--- src/assert_macros.svh ---
// ----------------------------------------------------------------------------
// assert_macros.svh
// concurrent assertion helpers shared by the rtl
// ----------------------------------------------------------------------------
`ifndef ASSERT_MACROS_SVH
`define ASSERT_MACROS_SVH

// property must hold at every edge out of reset
`define ASSERT_CLK(lbl, clk, rst_n, prop) \
  lbl: assert property (@(posedge clk) disable iff (!rst_n) prop) \
    else $error("assertion failed");

// expression must never be true out of reset
`define ASSERT_NEVER_CLK(lbl, clk, rst_n, expr) \
  lbl: assert property (@(posedge clk) disable iff (!rst_n) !(expr)) \
    else $error("forbidden condition seen");

`endif

--- src/iirbp_pkg.sv ---
`timescale 1ns / 1ps
// ----------------------------------------------------------------------------
// iirbp_pkg
// types, widths and coefficient tables of the order-12 band-pass iir filter
// ----------------------------------------------------------------------------
package iirbp_pkg;

  localparam int FILTER_ORDER = 12;
  localparam int SAMPLE_WIDTH = 16;
  localparam int FRAC_BITS    = 24;
  localparam int COEF_W       = 32;
  localparam int HIST_W       = 48;
  localparam int OPND_W       = FRAC_BITS + 1;
  localparam int PROD_W       = COEF_W + OPND_W;
  localparam int ACC_W        = 64;
  localparam int TAP_W        = $clog2(FILTER_ORDER + 1);
  localparam int RND_W        = ACC_W - FRAC_BITS;

  localparam logic signed [SAMPLE_WIDTH-1:0] SAMPLE_MAX = {1'b0, {(SAMPLE_WIDTH-1){1'b1}}};
  localparam logic signed [SAMPLE_WIDTH-1:0] SAMPLE_MIN = {1'b1, {(SAMPLE_WIDTH-1){1'b0}}};
  localparam logic signed [HIST_W-1:0]       HIST_MAX   = {1'b0, {(HIST_W-1){1'b1}}};
  localparam logic signed [HIST_W-1:0]       HIST_MIN   = {1'b1, {(HIST_W-1){1'b0}}};

  typedef enum logic [1:0] {
    MAC_ADD,
    MAC_SUB_HI,
    MAC_SUB_LO
  } mac_op_e;

  typedef struct packed {
    logic    clear;
    logic    issue;
    mac_op_e op;
  } mac_ctrl_t;

  typedef struct packed {
    logic signed [SAMPLE_WIDTH-1:0] sample_in;
    logic                           record_start;
  } in_item_t;

  typedef struct packed {
    logic signed [SAMPLE_WIDTH-1:0] sample_out;
    logic                           clipped;
  } out_item_t;

  // feedback coefficients, q7.24
  function automatic logic signed [COEF_W-1:0] coef_a(input logic [TAP_W-1:0] idx);
    logic signed [COEF_W-1:0] c;
    unique case (idx)
      4'd1:    c = -32'sd116873442;
      4'd2:    c =  32'sd373373587;
      4'd3:    c = -32'sd732484862;
      4'd4:    c =  32'sd995179155;
      4'd5:    c = -32'sd994543298;
      4'd6:    c =  32'sd750706596;
      4'd7:    c = -32'sd430050378;
      4'd8:    c =  32'sd185252341;
      4'd9:    c = -32'sd58567583;
      4'd10:   c =  32'sd12864769;
      4'd11:   c = -32'sd1748186;
      4'd12:   c =  32'sd114085;
      default: c =  32'sd16777216;
    endcase
    return c;
  endfunction

  // feed-forward coefficients, q7.24
  function automatic logic signed [COEF_W-1:0] coef_b(input logic [TAP_W-1:0] idx);
    logic signed [COEF_W-1:0] c;
    unique case (idx)
      4'd0, 4'd12: c =  32'sd135895;
      4'd2, 4'd10: c = -32'sd812017;
      4'd4, 4'd8:  c =  32'sd2031721;
      4'd6:        c = -32'sd2709520;
      default:     c =  32'sd0;
    endcase
    return c;
  endfunction

endpackage

--- src/iir_bandpass_order12_unit.sv ---
`timescale 1ns / 1ps
// ----------------------------------------------------------------------------
// iir_bandpass_order12_unit
// order-12 band-pass iir filter, direct form i, one shared multiplier
// ----------------------------------------------------------------------------
// One 16-bit sample in, one rounded and saturated 16-bit sample out. A single
// 32x25 multiplier feeds an accumulator: 13 feed-forward products and two
// products per feedback tap (high and low halves of the q.24 history) make 37
// products in ST_RUN, ST_DRAIN drains the product register, and ST_FINISH
// rounds, saturates and shifts the histories once the output register is free
// or being read, and in_ready_o returns in the same cycle as out_valid_o.
// A finished result waits in the output register while the next sample runs.
// record_start clears both histories before its sample is used.
// ----------------------------------------------------------------------------
`include "assert_macros.svh"

module iir_bandpass_order12_unit (
  input  logic                 clk_i,
  input  logic                 rst_ni,
  input  logic                 in_valid_i,
  output logic                 in_ready_o,
  input  iirbp_pkg::in_item_t  in_data_i,
  output logic                 out_valid_o,
  input  logic                 out_ready_i,
  output iirbp_pkg::out_item_t out_data_o
);
  import iirbp_pkg::*;

  localparam logic [1:0] ST_IDLE   = 2'd0;
  localparam logic [1:0] ST_RUN    = 2'd1;
  localparam logic [1:0] ST_DRAIN  = 2'd2;
  localparam logic [1:0] ST_FINISH = 2'd3;

  localparam logic [TAP_W-1:0] LAST_TAP = TAP_W'(FILTER_ORDER);

  logic [1:0]                     state_q, state_d;
  logic                           b_phase_q;
  logic                           half_q;
  logic [TAP_W-1:0]               tap_q;
  logic [TAP_W-1:0]               hidx;
  logic signed [SAMPLE_WIDTH-1:0] x_q;
  logic signed [SAMPLE_WIDTH-1:0] in_hist_q  [FILTER_ORDER];
  logic signed [HIST_W-1:0]       out_hist_q [FILTER_ORDER];
  logic signed [SAMPLE_WIDTH-1:0] x_sel;
  logic signed [HIST_W-1:0]       y_sel;
  logic signed [COEF_W-1:0]       coef;
  logic signed [OPND_W-1:0]       opnd;
  logic signed [ACC_W-1:0]        acc;
  logic signed [ACC_W-1:0]        acc_rnd;
  logic signed [RND_W-1:0]        rounded;
  logic signed [HIST_W-1:0]       y_new;
  logic                           acc_ovf;
  logic                           rnd_ovf;
  logic                           in_fire;
  logic                           last_step;
  logic                           commit;
  logic                           out_valid_q;
  out_item_t                      out_q;
  mac_ctrl_t                      mac_ctrl;

  assign in_ready_o = (state_q == ST_IDLE);
  assign in_fire    = in_valid_i && in_ready_o;
  assign last_step  = !b_phase_q && half_q && (tap_q == LAST_TAP);
  assign commit     = (state_q == ST_FINISH) && (!out_valid_q || out_ready_i);

  always_comb begin
    state_d = state_q;
    unique case (state_q)
      ST_IDLE:   if (in_fire) state_d = ST_RUN;
      ST_RUN:    if (last_step) state_d = ST_DRAIN;
      ST_DRAIN:  state_d = ST_FINISH;
      ST_FINISH: if (commit) state_d = ST_IDLE;
      default:   state_d = ST_IDLE;
    endcase
  end

  // step sequencer
  always_ff @(posedge clk_i or negedge rst_ni) begin
    if (!rst_ni) begin
      state_q   <= ST_IDLE;
      b_phase_q <= 1'b1;
      half_q    <= 1'b0;
      tap_q     <= '0;
    end else begin
      state_q <= state_d;
      if (in_fire) begin
        b_phase_q <= 1'b1;
        half_q    <= 1'b0;
        tap_q     <= '0;
      end else if (state_q == ST_RUN) begin
        if (b_phase_q) begin
          if (tap_q == LAST_TAP) begin
            b_phase_q <= 1'b0;
            tap_q     <= TAP_W'(1);
          end else begin
            tap_q <= tap_q + TAP_W'(1);
          end
        end else if (half_q) begin
          half_q <= 1'b0;
          if (tap_q != LAST_TAP) tap_q <= tap_q + TAP_W'(1);
        end else begin
          half_q <= 1'b1;
        end
      end
    end
  end

  // operand selection
  assign hidx  = tap_q - TAP_W'(1);
  assign x_sel = (tap_q == '0) ? x_q : in_hist_q[hidx];
  assign y_sel = out_hist_q[hidx];
  assign coef  = b_phase_q ? coef_b(tap_q) : coef_a(tap_q);

  always_comb begin
    if (b_phase_q) begin
      opnd = {{(OPND_W-SAMPLE_WIDTH){x_sel[SAMPLE_WIDTH-1]}}, x_sel};
    end else if (half_q) begin
      opnd = {1'b0, y_sel[FRAC_BITS-1:0]};
    end else begin
      opnd = {y_sel[HIST_W-1], y_sel[HIST_W-1:FRAC_BITS]};
    end
  end

  always_comb begin
    mac_ctrl.clear = in_fire;
    mac_ctrl.issue = (state_q == ST_RUN);
    if (b_phase_q) mac_ctrl.op = MAC_ADD;
    else if (half_q) mac_ctrl.op = MAC_SUB_LO;
    else mac_ctrl.op = MAC_SUB_HI;
  end

  iirbp_mac u_mac (
    .clk_i  (clk_i),
    .rst_ni (rst_ni),
    .ctrl_i (mac_ctrl),
    .coef_i (coef),
    .opnd_i (opnd),
    .acc_o  (acc)
  );

  // history saturation and output rounding
  assign acc_ovf = (acc[ACC_W-1:HIST_W-1] != {(ACC_W-HIST_W+1){1'b0}}) &&
                   (acc[ACC_W-1:HIST_W-1] != {(ACC_W-HIST_W+1){1'b1}});
  assign y_new   = acc_ovf ? (acc[ACC_W-1] ? HIST_MIN : HIST_MAX) : acc[HIST_W-1:0];
  assign acc_rnd = acc + (ACC_W'(1) <<< (FRAC_BITS - 1));
  assign rounded = acc_rnd[ACC_W-1:FRAC_BITS];
  assign rnd_ovf = (rounded[RND_W-1:SAMPLE_WIDTH-1] != {(RND_W-SAMPLE_WIDTH+1){1'b0}}) &&
                   (rounded[RND_W-1:SAMPLE_WIDTH-1] != {(RND_W-SAMPLE_WIDTH+1){1'b1}});

  // sample and histories
  always_ff @(posedge clk_i or negedge rst_ni) begin
    if (!rst_ni) begin
      for (int i = 0; i < FILTER_ORDER; i++) begin
        in_hist_q[i]  <= '0;
        out_hist_q[i] <= '0;
      end
    end else if (in_fire && in_data_i.record_start) begin
      for (int i = 0; i < FILTER_ORDER; i++) begin
        in_hist_q[i]  <= '0;
        out_hist_q[i] <= '0;
      end
    end else if (commit) begin
      for (int i = FILTER_ORDER - 1; i > 0; i--) begin
        in_hist_q[i]  <= in_hist_q[i-1];
        out_hist_q[i] <= out_hist_q[i-1];
      end
      in_hist_q[0]  <= x_q;
      out_hist_q[0] <= y_new;
    end
  end

  always_ff @(posedge clk_i) begin
    if (in_fire) x_q <= in_data_i.sample_in;
  end

  // output register
  always_ff @(posedge clk_i or negedge rst_ni) begin
    if (!rst_ni) begin
      out_valid_q <= 1'b0;
    end else if (commit) begin
      out_valid_q <= 1'b1;
    end else if (out_ready_i) begin
      out_valid_q <= 1'b0;
    end
  end

  always_ff @(posedge clk_i) begin
    if (commit) begin
      out_q.clipped    <= rnd_ovf;
      out_q.sample_out <= rnd_ovf ? (rounded[RND_W-1] ? SAMPLE_MIN : SAMPLE_MAX)
                                  : rounded[SAMPLE_WIDTH-1:0];
    end
  end

  assign out_valid_o = out_valid_q;
  assign out_data_o  = out_q;

  `ASSERT_CLK(a_accept_starts_run, clk_i, rst_ni, in_fire |=> (state_q == ST_RUN) && b_phase_q && (tap_q == '0))
  `ASSERT_NEVER_CLK(a_no_accept_while_busy, clk_i, rst_ni, in_ready_o && (state_q != ST_IDLE))
  `ASSERT_CLK(a_clip_at_rail, clk_i, rst_ni, (out_valid_o && out_data_o.clipped) |-> ((out_data_o.sample_out == SAMPLE_MAX) || (out_data_o.sample_out == SAMPLE_MIN)))
  `ASSERT_CLK(a_commit_gives_output, clk_i, rst_ni, commit |=> out_valid_o && (state_q == ST_IDLE))

endmodule

--- src/iirbp_mac.sv ---
`timescale 1ns / 1ps
// ----------------------------------------------------------------------------
// iirbp_mac
// shared multiplier with registered product and 64-bit accumulator
// ----------------------------------------------------------------------------
module iirbp_mac (
  input  logic                                    clk_i,
  input  logic                                    rst_ni,
  input  iirbp_pkg::mac_ctrl_t                    ctrl_i,
  input  logic signed [iirbp_pkg::COEF_W-1:0]     coef_i,
  input  logic signed [iirbp_pkg::OPND_W-1:0]     opnd_i,
  output logic signed [iirbp_pkg::ACC_W-1:0]      acc_o
);
  import iirbp_pkg::*;

  logic signed [PROD_W-1:0] prod_q;
  logic signed [PROD_W-1:0] prod_rnd;
  logic signed [PROD_W-1:0] prod_lo;
  logic signed [PROD_W-1:0] prod_sel;
  logic signed [ACC_W-1:0]  term;
  logic signed [ACC_W-1:0]  acc_q;
  logic signed [ACC_W-1:0]  acc_d;
  mac_op_e                  op_q;
  logic                     vld_q;

  always_ff @(posedge clk_i or negedge rst_ni) begin
    if (!rst_ni) begin
      vld_q <= 1'b0;
      op_q  <= MAC_ADD;
    end else if (ctrl_i.clear) begin
      vld_q <= 1'b0;
    end else begin
      vld_q <= ctrl_i.issue;
      op_q  <= ctrl_i.op;
    end
  end

  always_ff @(posedge clk_i) begin
    if (ctrl_i.issue) begin
      prod_q <= coef_i * opnd_i;
    end
  end

  // low half: round half up back to q.24
  assign prod_rnd = prod_q + (PROD_W'(1) <<< (FRAC_BITS - 1));
  assign prod_lo  = prod_rnd >>> FRAC_BITS;
  assign prod_sel = (op_q == MAC_SUB_LO) ? prod_lo : prod_q;
  assign term     = {{(ACC_W-PROD_W){prod_sel[PROD_W-1]}}, prod_sel};

  always_comb begin
    acc_d = acc_q;
    if (vld_q) begin
      unique case (op_q)
        MAC_ADD:    acc_d = acc_q + term;
        MAC_SUB_HI: acc_d = acc_q - term;
        MAC_SUB_LO: acc_d = acc_q - term;
        default:    acc_d = acc_q;
      endcase
    end
  end

  always_ff @(posedge clk_i or negedge rst_ni) begin
    if (!rst_ni) begin
      acc_q <= '0;
    end else if (ctrl_i.clear) begin
      acc_q <= '0;
    end else begin
      acc_q <= acc_d;
    end
  end

  assign acc_o = acc_q;

endmodule

--- config.mk ---
export PLATFORM = sky130hd
export DESIGN_NAME = iir_bandpass_order12_unit
export DESIGN_NICKNAME = d
export VERILOG_FILES = /design/src/iirbp_pkg.sv /design/src/iir_bandpass_order12_unit.sv /design/src/iirbp_mac.sv
export VERILOG_INCLUDE_DIRS = /design/src /design/src/src
export SDC_FILE = /design/constraint.sdc
export NUM_CORES = 2
export LEC_CHECK = 0
export BUFFER_PORTS_ARGS = -buffer_cell sky130_fd_sc_hd__buf_2
export CORE_ASPECT_RATIO = 0.6
export CORE_MARGIN = 2
export CORE_UTILIZATION = 45
export DETAILED_ROUTE_END_ITERATION = 8
export SLEW_MARGIN = 30
export SYNTH_ARGS = -nofsm -noshare
export SYNTH_HDL_FRONTEND = slang
export SYNTH_SLANG_ARGS = --single-unit
export TNS_END_PERCENT = 20
--- constraint.sdc ---
create_clock -name clk_i -period 15.4 [get_ports clk_i]
set_input_delay 0.77 -clock clk_i [delete_from_list [all_inputs] [get_ports clk_i]]
set_output_delay 0.77 -clock clk_i [all_outputs]
set_load 0.01 [all_outputs]
# Word-level counts from Yosys, hierarchy flattened
# Memory sizes are Yosys's and may differ from the RTL's.
# Cells that the tools add are included.
# classes
n_addsub,6
n_mul,1
div_mod_pow,0
n_lt_le_gt_ge,1
n_eq_ne,18
shifts,0
muxes,46
bitwise,1
n_reduce_logical,30
# op_table
operator,n
576-bit 2-to-1 mux,2
192-bit 2-to-1 mux,2
48-bit binary-select mux with 4-bit select,1
48-bit 2-to-1 mux,4
64-bit 2-to-1 mux,2
32-bit one-hot mux with 4 select lines,1
64-bit one-hot mux with 2 select lines,1
16-bit 2-to-1 mux,5
"64-bit by 25-bit adder with 64-bit output, second input constant",1
64-bit by 57-bit adder with 64-bit output,1
16-bit binary-select mux with 4-bit select,1
64-bit by 57-bit subtractor with 64-bit output,1
"57-bit by 25-bit adder with 57-bit output, second input constant",1
32-bit by 25-bit multiplier with 57-bit output,1
57-bit 2-to-1 mux,1
25-bit 2-to-1 mux,2
32-bit 2-to-1 mux,1
"25-bit != test, second input constant",1
25-bit nonzero test,1
4-bit 2-to-1 mux,6
"17-bit != test, second input constant",1
17-bit nonzero test,1
"4-bit == test, second input constant",3
1-bit 2-to-1 mux,11
23 further kinds,51
# totals
register_bits,934
latchBits,0
mem_bits_rw,0
mem_bits_ro,512
input_bits,21
word_cells,140
mem_count,1
# mem_list
memory,depth,word_bits,rd,rd_ports_with_merged_regs,wr,line,text
(no name shown),16,32,1,0,0,iirbp_pkg.sv:49,unique case (idx)

# Depth between registers and ports, before layout
# logic_depth
depth_word,8
ltp_mapped,47
depth_no_buf,38

# Cells and area by module
# From an unflattened synthesis, not the netlist that was laid out.
# hier_totals
hier_cells,7213
area_unflattened_um2,76296.9
# by_module_without_submodules
module,n_inst,cells_per_inst,area_each_um2,seq_area_each_um2
iirbp_mac,1,4420,39198.8,3388.2
iir_bandpass_order12_unit,1,2793,37098.1,20435.8

# Worst setup path after synthesis
# Ideal clock, no wire load.
# synth_path
path_type,flip-flop to flip-flop
start,register tap_q[0]
end,register u_mac.prod_q[53] (data pin)
setup_ns,0.270
t_arrival_ns,11.066
required_time_ns,15.130
path_slack_ns,4.065
stages_incl_launch_ff,45
n_path_buf,13
period_less_slack_ns,11.335
path_cell_list,dfrtp_1 buf_2 buf_6 buf_6 buf_2 buf_2 buf_4 buf_2 inv_1 ha_1 buf_2 buf_2 buf_4 buf_1 clkbuf_1 mux4_2 nor3_1 a21oi_1 [9 not listed] fa_1 fa_1 fa_1 inv_1 fa_1 inv_1 ha_1 a21o_1 a21o_1 a21o_1 a21o_1 a21oi_1 o21ai_0 a31oi_1 o2111ai_1 o31ai_1 mux2i_1 o211ai_1
# synth_between
elab_chain_len,8
# synth_lines
element,line,text
from (decl),iir_bandpass_order12_unit.sv:39,logic [TAP_W-1:0] tap_q;
from (signal assigned),iir_bandpass_order12_unit.sv:96,tap_q <= tap_q + TAP_W'(1);
from (signal assigned),iir_bandpass_order12_unit.sv:100,if (tap_q != LAST_TAP) tap_q <= tap_q + TAP_W'(1);
4-bit by 1-bit subtractor with 4-bit output,iir_bandpass_order12_unit.sv:109,assign hidx = tap_q - TAP_W'(1);
4-bit NOT with 5-bit output (implied by the code),"iir_bandpass_order12_unit.sv:110, iir_bandpass_order12_unit.sv:111",
48-bit binary-select mux with 4-bit select / 16-bit binary-select mux with 4-bit select (equally long branches),"iir_bandpass_order12_unit.sv:111, iir_bandpass_order12_unit.sv:110",
48-bit 2-to-1 mux (implied by the code) / 16-bit 2-to-1 mux (equally long branches) (2 in series),"iir_bandpass_order12_unit.sv:111, iir_bandpass_order12_unit.sv:110",
25-bit 2-to-1 mux / 16-bit 2-to-1 mux (equally long branches),"iir_bandpass_order12_unit.sv:117, iir_bandpass_order12_unit.sv:110",
25-bit 2-to-1 mux,iir_bandpass_order12_unit.sv:115,if (b_phase_q) begin
32-bit by 25-bit multiplier with 57-bit output *,iirbp_mac.sv:40,prod_q <= coef_i * opnd_i;
to (signal assigned),iirbp_mac.sv:40,
to (decl),iirbp_mac.sv:16,logic signed [PROD_W-1:0] prod_q;
# Mark *: on every way between the ends. The rest lies on a longest branch, timed or not. The select of a mux whose other input is x is not followed.
# A chain may end at the register's enable or synchronous reset.

# Worst setup path after layout
# Ends and elaborated chain as after synthesis.

==> results_dict.tcl <==
set metrics [dict create \
    ys_seq_elements 934 \
    syn_avg_cell_area_sq_um 10.4 \
    gr-total-overflow 0 \
    synth_edf_count 90 \
    synth_top_family_by_area "adder cells" \
    dpl.hpwl_mm 165 \
    die-area_sq_um 171000 \
    hold_end "x_q[2]$_DFFE_PP_" \
    ioPinCount 40 \
    setup_viol 0 \
    wl_per_cell_um 24.7 \
    rsz0062_at_grt "false" \
    synthTopCellsByArea "dfrtp_1, fa_1, a22o_1" \
    ff2ff_path_depth 35 \
    async_flop_share_pct 90.4 \
    finalCritPeriodShare_pct 82.8 \
    core_area_sq_um 166000 \
    worstMarginPinSlew_ns 1.14 \
    fin_util_pct 48.5 \
    synthAdderAreaFrac_pct 25.3 \
    clock.fmax_ghz 0.0784 \
    synthCells 7271 \
    yosysSeqAreaShare_pct 31.6 \
    ys_warn_count 0 \
    dieHeight_um 321 \
    finalHoldViolCount 0 \
    multi_input_area_sq_um 46300 \
    drc 0 \
    htree_levels 3 \
    start_util_pct 45.2 \
    post-route-min-period_ns 12.75 \
    die_width_um 532 \
    min_path_type "primary input to register" \
    avgViaCountPerCell 6.03 \
    yosysTopAreaCell "dfrtp_1" \
    fillers 15300 \
    synth_compound_area_share_pct 16.0 \
    whs_path_depth 1 \
    drive_gt1_share_pct 8.98 \
    slew_headroom_pct 23.6 \
    reg2reg_from "tap_q[0]$_DFFE_PN0P_" \
    cp.arrival_ns 13.19 \
    placementRows 116 \
    drv_cap 0 \
    nets 8092 \
    r2r_end "u_mac.prod_q[53]$_DFFE_PP_" \
    routed_wl_mm 231 \
    clock_sinks 934 \
    cp_max_fo 84 \
    worstSetupEndpointType "register" \
    synth_top_area_share_pct 28.0 \
    syn_to_final_growth_pct 7.19 \
    outcome "complete, no violations" \
    antenna_found_initial 8 \
    grt_pass1_vias 55200 \
    regArea_sq_um 23800 \
    synthTopCellsByCount "inv_1, dfrtp_1, fa_1" \
    clockBufferDepth 3 \
    rrSetupSlack_ns 2.65 \
    ys_types 101 \
    cp_data_required_time_ns 15.83 \
    grt_use_total_pct 27.2 \
    grt_pass1_wl_mm 357 \
    cts_root_buf "clkbuf_16" \
    fin_tns_setup_ns 0 \
    port_buffers 39 \
    critPathSlowestCell "dfrtp_4" \
    synth_most_common_cell "inv_1" \
    cts_tree "built" \
    start_kind "register" \
    worstSkewPairLatency_ns 0.69 \
    crit_path_max_incr_delay_ns 0.97 \
    cp_common_cell "fa_1" \
    holdCritStartpoint "in_data_i[3]" \
    dr.pass1.iters 7 \
    num_antenna_cells 0 \
    drt_iter0_drc 6283 \
    clock_skew_ns 0.0748 \
    synth_fp_nets 8334 \
    ys.flop_type "dfrtp_1" \
    drtAntennaViolNets 0 \
    synth-simple-area-share_pct 10.6 \
    grt_max_degree 225 \
    gp_congestion 0.954 \
    syn_area_sq_um 75300 \
    critPathKind "register to register" \
    slew_viol_final 0 \
    muxShareOfSynthArea_pct 7.05 \
    synth_xor_area_share_pct 2.17 \
    cts_setup_buffers 0 \
    num_vias 56300 \
    cts_buffers 86 \
    clk_pin_slew_worst_paths_ns 0.07 \
]
-- state kept, by name (all words and copies together) (netlist names), 2 cells and up --
name / flops
in_hist_q: 192
out_hist_q: 576
u_mac.acc_o: 64
state_q: 2
tap_q: 4
u_mac.op_q: 2
u_mac.prod_q: 57
x_q: 16
out_data_o: 17
-- cell families (layout without fill, tap and decap cells) --
logic type / after synthesis / after routing
buffers and inverters: 1398 / 1228
AO/OA/AOI/OAI: 1640 / 1640
multiplexers: 286 / 286
AND/OR/NAND/NOR: 1784 / 1784
XOR/XNOR: 187 / 187
adder cells (fa/ha/maj): 1042 / 1042
flip-flops: 934 / 934
-- cell usage in the layout (no fill, tap or decap), drive strengths merged, types with 87 or more instances in the layout --
cell,instances
dfrtp,843
nand2,675
buf,181
a21oi,302
ha,237
a22o,723
nand3,87
o21ai,237
fa,805
mux4,194
edfxtp,90
xnor2,117
inv,892
nor2,592
clkbuf,126
-- through the flow --
| step | instances | cell area, sq um | hold slack [ns] | setup WS [ns] |
|---|---|---|---|---|
| 5_1_grt | 9343 | 80700 | 0.216 | 1.92 |
| 2_1_floorplan | 7271 | 75300 | 0.462 | 4.06 |
| 4_1_cts | 9333 | 80500 | 0.155 | 2.81 |
| 3_5_place_dp | 9173 | 77600 | 0.486 | 2.83 |
| 3_3_place_gp | 9171 | 77500 | 0.484 | 2.95 |
| 6_report | 9343 | 80700 | 0.260 | 2.65 |
-- critical path, delay by kind of cell (launching register included) --
family | cells | cell delay (ns)
AOI/OAI and AO/OA | 13 | 2.84
buffers and inverters | 9 | 2.48
DFF | 1 | 0.97
muxes | 3 | 0.89
and+or+nand+nor | 1 | 0.31
adders and majority gates | 9 | 4.66
-- final cells by class --
type	instances	share of cell area [%]
clock buffer	126	3.10
clock inverter	34	0.497
inverter	886	4.12
multi-input combinational	4939	57.4
sequential	934	29.5
tap	2242	3.47
timing repair buffer	182	1.90
-- metal layers --
| metal | global-route usage, % | wire [um] | share of wire, % |
|---|---|---|---|
| met5 | 0 | 41 | 0.018 |
| met3 | 8.84 | 27700 | 12 |
| met4 | 4.22 | 3580 | 1.5 |
| met2 | 34.7 | 88400 | 38 |
| met1 | 44.4 | 111000 | 48 |
-- worst max path at each step --
stage / start / end / slack [ns] / cells after the start
after floorplan: tap_q[0]$_DFFE_PN0P_ / u_mac.prod_q[53]$_DFFE_PP_ / 4.06 / 44
after global placement: tap_q[0]$_DFFE_PN0P_ / u_mac.prod_q[53]$_DFFE_PP_ / 2.95 / 35
after detailed placement: tap_q[0]$_DFFE_PN0P_ / u_mac.prod_q[53]$_DFFE_PP_ / 2.83 / 35
after CTS: tap_q[0]$_DFFE_PN0P_ / u_mac.prod_q[53]$_DFFE_PP_ / 2.81 / 35
after global routing: tap_q[0]$_DFFE_PN0P_ / u_mac.prod_q[53]$_DFFE_PP_ / 1.92 / 35
final: tap_q[0]$_DFFE_PN0P_ / u_mac.prod_q[53]$_DFFE_PP_ / 2.65 / 35
-- timing repair --
item / 4_1_cts / 5_1_grt
hold endpoints to repair: 0 / 30
hold buffers: 0 / 1
resized for setup: 0 / 0
Power is not shown: default switching activity piles up to over one toggle a cycle in this logic, so the estimate is an artifact.
